[config.mk]
export PLATFORM = sky130hd
export DESIGN_NAME = cotrk_queue
export DESIGN_NICKNAME = d
export VERILOG_FILES = /design/src/hdl/cotrk_pkg.sv /design/src/hdl/cotrk_queue.sv
export SDC_FILE = /design/constraint.sdc
export NUM_CORES = 1
export LEC_CHECK = 0
export BUFFER_PORTS_ARGS = -buffer_cell sky130_fd_sc_hd__buf_2
export CORE_ASPECT_RATIO = 1.5
export CORE_MARGIN = 2
export CORE_UTILIZATION = 30
export CTS_CLUSTER_DIAMETER = 60
export CTS_CLUSTER_SIZE = 30
export DETAILED_ROUTE_END_ITERATION = 8
export PLACE_DENSITY = 0.52
export SLEW_MARGIN = 20
export SYNTH_ARGS = -nofsm -noshare
export SYNTH_HDL_FRONTEND = slang
export SYNTH_SLANG_ARGS = --single-unit
[constraint.sdc]
create_clock -name clk -period 27.4 [get_ports clk]
set_clock_uncertainty 0.1 [all_clocks]
set_input_delay 2.74 -clock clk [delete_from_list [all_inputs] [get_ports clk]]
set_output_delay 2.74 -clock clk [all_outputs]
set_load 0.005 [all_outputs]
[src/hdl/cotrk_pkg.sv]
package cotrk_pkg;

  // Nanoseconds per second
  localparam logic [29:0] NS_PER_SEC = 30'd1000000000;

  // Stream payload widths
  localparam int IN_TDATA_W  = 256;
  localparam int OUT_TDATA_W = 128;
  localparam int OUT_TUSER_W = 3;

  // Reciprocals of 5^9 for the stamp conversion (10^9 = 2^9 * 5^9):
  //   seconds  = floor((t >> 9) * RECIP_SEC / 2^76),   t >> 9 below 2^55
  //   fraction = floor(rem * RECIP_FRAC / 2^51),        rem below 10^9
  // Both are ceil(2^k / 5^9); the rounding error stays under one step.
  localparam logic [55:0] RECIP_SEC  = 56'd38685626227668134;
  localparam logic [53:0] RECIP_FRAC = 54'd9671406556917034;

  // Front-to-back queue
  localparam int Q_DEPTH = 2;
  localparam int Q_AW    = (Q_DEPTH > 1) ? $clog2(Q_DEPTH) : 1;
  localparam int Q_CW    = $clog2(Q_DEPTH + 1);

  typedef enum logic {
    OP_REPLY = 1'b0,
    OP_STAMP = 1'b1
  } op_t;

  typedef enum logic [1:0] {
    ST_ACCEPTED     = 2'd0,
    ST_OUT_OF_ORDER = 2'd1,
    ST_NOT_BETTER   = 2'd2,
    ST_STAMP        = 2'd3
  } status_t;

  typedef enum logic [2:0] {
    BK_IDLE,
    BK_CMP,
    BK_MULS,
    BK_SUM,
    BK_ADD,
    BK_DIV,
    BK_OUT
  } bk_state_t;

  // Classified item as it sits in the queue
  typedef struct packed {
    op_t         op;
    logic        out_of_order;
    logic [62:0] rtt;
    logic [62:0] mid;
    logic [63:0] remote;
    logic [62:0] loc_ns;
  } entry_t;

  typedef struct packed {
    logic [63:0] ntp_stamp;
    logic [63:0] offset;
    logic        offset_valid;
    status_t     status;
  } result_t;

endpackage

[src/hdl/cotrk_queue.sv]
module cotrk_queue
  import cotrk_pkg::*;
(
  input  logic   clk,
  input  logic   rst_n,
  input  logic   push,
  input  entry_t push_entry,
  output logic   full,
  input  logic   pop,
  output logic   q_valid,
  output entry_t head
);

  entry_t            mem_r [Q_DEPTH];
  logic [Q_AW-1:0]   wr_ptr_r, wr_ptr_nxt;
  logic [Q_AW-1:0]   rd_ptr_r, rd_ptr_nxt;
  logic [Q_CW-1:0]   cnt_r, cnt_nxt;

  assign full    = (cnt_r == Q_CW'(Q_DEPTH));
  assign q_valid = (cnt_r != '0);
  assign head    = mem_r[rd_ptr_r];

  always_comb begin
    wr_ptr_nxt = wr_ptr_r;
    rd_ptr_nxt = rd_ptr_r;
    if (push) begin
      wr_ptr_nxt = (wr_ptr_r == Q_AW'(Q_DEPTH - 1)) ? '0 : wr_ptr_r + 1'b1;
    end
    if (pop) begin
      rd_ptr_nxt = (rd_ptr_r == Q_AW'(Q_DEPTH - 1)) ? '0 : rd_ptr_r + 1'b1;
    end
    cnt_nxt = cnt_r;
    if (push && !pop) begin
      cnt_nxt = cnt_r + 1'b1;
    end else if (pop && !push) begin
      cnt_nxt = cnt_r - 1'b1;
    end
  end

  always_ff @(posedge clk) begin
    if (!rst_n) begin
      wr_ptr_r <= '0;
      rd_ptr_r <= '0;
      cnt_r    <= '0;
    end else begin
      wr_ptr_r <= wr_ptr_nxt;
      rd_ptr_r <= rd_ptr_nxt;
      cnt_r    <= cnt_nxt;
    end
  end

  always_ff @(posedge clk) begin
    if (push) begin
      mem_r[wr_ptr_r] <= push_entry;
    end
  end

endmodule

==> impl_metrics.ini, run 1 <==
[sta]
layout_min_cycle_time_ns = 5.865
maxSlewViolCount = 0
rsz0062_at_grt = false
setup_ws_ns = 21.53
setup_viol = 0
max_freq_mhz = 170.5
finalHoldViolCount = 0
period_share = 0.2141
tns_ns = 0
max_slew_margin = 0.2864
tightest_slew_ns = 1.070

[global_route]
grt_pass1_wl_mm = 62.13
grt_overflow = 0
grtUsageTotal = 0.1273
antenna_found_initial = 15
first_global_vias = 10189
grt_max_degree = 162

[yosys]
synth_top_cells_by_area = edfxtp_1 82%, mux2_2 15%, clkbuf_8 1.6%
synth_top_area_frac = 0.8157
syn-mean-instance-area_um2 = 23.04
syn_inst = 815
synthAdderAreaFrac = 0.0006664
yosys.area.top_type = edfxtp_1
synth_compound_area_frac = 0.001066
syn_nets = 1075
synth_cell_types = 16
synth_xor_area_frac = 0.001399
syn-cell-area_um2 = 18780
synth_warnings = 0
synthMuxAreaShare = 0.1529
synth_top_family_by_area = multiplexers
yosysSeqAreaShare = 0.8210
synth-simple-area-share = 0.002999
ys_ff_latch = 515

[worst_setup_path]
path_max_fanout = 76
endpoint_kind = output pin
startpoint_type = register
cp.required_ns = 24.56
reg2reg_depth = 2
r2r_slack_ns = 24.87
worstSetupPathType = reg2out
rr_startpoint = wr_ptr_r
rr_endpoint = mem_r[1][94]
endpoint = head[62]
crit_arrival_ns = 3.03

[route]
viasPerCell = 4.334
postRouteAntennaNets = 0
drc = 0
via_count = 9448
first_iter_violations = 477
first_pass_iters = 4
wire_per_inst_um = 19.98
drt-total-wl_mm = 43.55

[clock_network]
cts_buffer_depth = 3
cts_root_buf = clkbuf_16
post_cts_buffers = 0
insertion_delay_ns = 0.61
cts_tree = built
htree_levels = 1
cts_buffers = 31
cts_hold_buf = 0
clock-sinks = 515
cts.clk_slew.worst_paths_ns = 0.09
postCtsResizedCells = 0

[power_and_ir_drop]
cellLeakagePower_nw = 8.457
power_mw = 1.604
power_density_nw_per_um2 = 69.00
peakVddDrop_uv = 65.93

[cells_and_area]
layout.area.seq_um2 = 15420
nNetsFinal = 1603
utilization = 0.3745
multi_input_area_um2 = 2997
drive_above_1_share = 0.6096
syn2layout_area_growth_pct = 23.83
postLayoutCellArea_um2 = 23250
fillers = 5873

[flow_run]
cap_viol_max_count = 0

[place]
place_congestion = 0.7929
io_buffers = 515
pre_cts_slack_ns = 22.10
placed_cell_area_um2 = 22070
dp_hpwl_mm = 30.17

[floorplanning]
initial_core_util = 0.3024
dieHeight_um = 310.4
rows = 112
ios = 516
die_w_um = 208.3
die_area_um2 = 64640
core_area_um2 = 62080

[hold_path]
hp-class = reg2reg
min_path_cells = 2

[run_status]
status = finished, final reports clean
[kinds of logic (layout without fill, tap and decap cells)]
kind of cell / count (synthesis) / after routing
simple gates: 9 / 9
xor+xnor: 3 / 3
mux: 255 / 255
fa+ha+maj: 1 / 1
buf+inv: 29 / 582
other cells: 0 / 14
flops: 515 / 515
compound gates: 3 / 3
[worst max-delay path: stages (launching register included)]
cell and delay (ns):
dfxtp_4 0.89, buf_4 0.83, mux2_2 0.44, buf_2 0.13
[how the worst min path moves through the flow]
stage | start | end
3_3_place_gp | cnt_r[1] | cnt_r[1]
2_1_floorplan | cnt_r[1] | cnt_r[1]
5_1_grt | cnt_r[1] | cnt_r[1]
6_report | cnt_r[1] | cnt_r[1]
4_1_cts | cnt_r[1] | cnt_r[1]
3_5_place_dp | cnt_r[1] | cnt_r[1]
[cell type report]
cell class,count,share of cell area
clock buffer,36,0.03417
antenna,14,0.001507
clock inverter,22,0.01501
multi-input combinational,271,0.1289
sequential,515,0.6632
inverter,1,0.0001614
tap,798,0.04294
timing repair buffer,523,0.1141
[power breakdown]
group / leakage (nW) / switching, mW / internal (mW)
clock: 0.539 / 0.293 / 0.231
combinational: 3.09 / 0.0766 / 0.0793
sequential: 4.83 / 0.0133 / 0.911
[sequential cells by signal, indices dropped and copies added, names as in the netlist, named ones only]
name and cells:
rd_ptr_r 1, wr_ptr_r 1, mem_r 510, cnt_r 2
[stage by stage]
step / cells / hold slack (ns)
floorplan: 815 / 0.3606
global placement: 2108 / 0.3779
detailed placement: 2108 / 0.4168
CTS: 2166 / 0.4324
global route: 2179 / 0.4412
finish: 2180 / 0.4265
[synthesized netlist by cell type]
library cell,n
edfxtp_1,510
mux2_2,255
clkbuf_8,22
buf_6,6
dfxtp_1,5
and2_1,4
nor2b_1,3
xor2_1,2
a21boi_1,1
ha_1,1
inv_1,1
o21a_1,1
o21ai_0,1
or2_2,1
or3_1,1
xnor2_1,1
[cells in the final DEF, fill, tap and decap left out, drive strengths merged]
cell,count
dfxtp,5
and2,4
inv,8
ha,1
edfxtp,510
diode,14
or2,1
xnor2,1
o21a,1
or3,1
o21ai,1
clkbuf,36
a21boi,1
buf,523
xor2,2
mux2,255
clkinv,15
nor2b,3
[per-layer routing]
metal / vias to the layer above / track usage / share of wire
li1: 4315 / - / -
met1: 4669 / 0.1354 / 0.36
met2: 379 / 0.2294 / 0.53
met3: 81 / 0.03805 / 0.076
met4: 4 / 0.06324 / 0.038
met5: - / 0 / 0.00057
No activity file was read; power rests on OpenSTA's default activity.
==> inputs of run 2 (changes only) <==
- clock period: 27.4 -> 6.05 ns (I/O delays scaled with it)
==> impl_metrics.ini, run 2 (same netlist as run 1, synthesis figures left out) <==
[cells_and_area]
largest_reg_flops = 510
mostFrequentLayoutCell = buf_2
reg.largest.list = mem_r: 510 flops, cnt_r: 2 flops
syn2layout_area_growth_pct = 22.79
drive_above_1_share = 0.6087
postLayoutCellArea_um2 = 23050
layout_common_cells = 515 x buf_2, 510 x edfxtp_1, 255 x mux2_2
utilization = 0.3714
finalNonFillerCells = 2169
largest-register = mem_r
nNetsFinal = 1601

[place]
place_congestion = 0.7754
dp_hpwl_mm = 30.12
pre_cts_slack_ns = 3.130
io_buffers = 515
dp_cells = 2109
placed_cell_area_um2 = 22110

[route]
drt-total-wl_mm = 43.26
drc = 0
wire_per_inst_um = 19.95
via_count = 9419
postRouteAntennaNets = 0
viasPerCell = 4.343
first_pass_iters = 4
first_iter_violations = 381

[sta]
tns_ns = 0
setup_viol = 0
max_freq_mhz = 286.3
period_share = 0.5774
layout_min_cycle_time_ns = 3.493
tightest_slew_ns = 1.095
setup_ws_ns = 2.557
finalHoldViolCount = 0
rsz0062_at_grt = false
max_slew_margin = 0.2701
maxSlewViolCount = 0

[clock_network]
cts_tree = built
post_cts_buffers = 0
clock-sinks = 515
insertion_delay_ns = 0.59
cts.clk_slew.worst_paths_ns = 0.10
cts_root_buf = clkbuf_16
htree_levels = 1
cts_hold_buf = 0
postCtsResizedCells = 0
cts_buffers = 28
cts_buffer_depth = 3

[worst_setup_path]
r2r_slack_ns = 3.80
endpoint_kind = output pin
worstSetupPathType = reg2out
startpoint_type = register
cp.required_ns = 5.34
path_max_fanout = 140
crit_arrival_ns = 2.79

[global_route]
grt_max_degree = 144
first_global_vias = 10119
grt_overflow = 0
antenna_found_initial = 12
grtUsageTotal = 0.1269
grt_pass1_wl_mm = 62.13

[floorplanning]
ios = 516
die_w_um = 208.3
core_area_um2 = 62080
die_area_um2 = 64640
initial_core_util = 0.3024
dieHeight_um = 310.4
rows = 112

[power_and_ir_drop]
p_int_mw = 5.441
clkPwrFrac = 0.302
peakVddDrop_uv = 267.6
switching_share = 0.2239
pwr-share-seq = 0.597
power_density_nw_per_um2 = 304.1
p_sw_mw = 1.570
cellLeakagePower_nw = 8.377
comb_power_share = 0.101

[run_status]
status = finished, final reports clean

[flow_run]
cap_viol_max_count = 0

[hold_path]
hp-class = in2reg
[run 2: path summary, 6_finish.rpt]
| check | startpoint | cells past startpoint | to |
|---|---|---|---|
| min | push_entry[216] | 1 | mem_r[0][216] |
| max reg2reg | wr_ptr_r | 3 | mem_r[0][142] |
| min reg2reg | cnt_r[1] | 2 | cnt_r[1] |
| max | register | 3 | head[149] |
[run 2: layout make-up]
type	instances	area, um^2
Fill cell	5882	39020
Multi-Input combinational cell	271	2997
Clock inverter	20	186.4
Clock buffer	31	733.2
Inverter	1	3.754
Sequential cell	515	15420
Tap cell	798	998.5
Timing Repair Buffer	524	2695
Antenna cell	9	22.52
[run 2: per-layer routing]
metal	vias up	global-route usage	share of wire
met5	-	0	0.00021
met4	2	0.05672	0.031
met3	70	0.03785	0.074
met2	347	0.2364	0.54
met1	4688	0.1309	0.36
li1	4312	-	-
[run 2: per-stage QoR]
stage               power, mW  hold slack [ns]
floorplan               4.648           0.3606
global placement        4.980           0.3739
detailed placement      4.994           0.4034
CTS                     7.130          0.03675
global route            7.302          0.04129
finish                  7.011          0.09188
[run 2: power by group through the flow]
stage	Combinational [mW]	Sequential [mW]	Clock, mW
6_report	0.708	4.18	2.12
2_1_floorplan	0.398	4.25	0
3_5_place_dp	0.725	4.27	0
4_1_cts	0.729	4.19	2.21
5_1_grt	0.776	4.20	2.33
3_3_place_gp	0.717	4.26	0
[run 2: critical path, stage by stage (launching register included)]
cell and delay, ns:
dfxtp_4 0.82, buf_12 0.54, mux2_2 0.42, buf_2 0.15
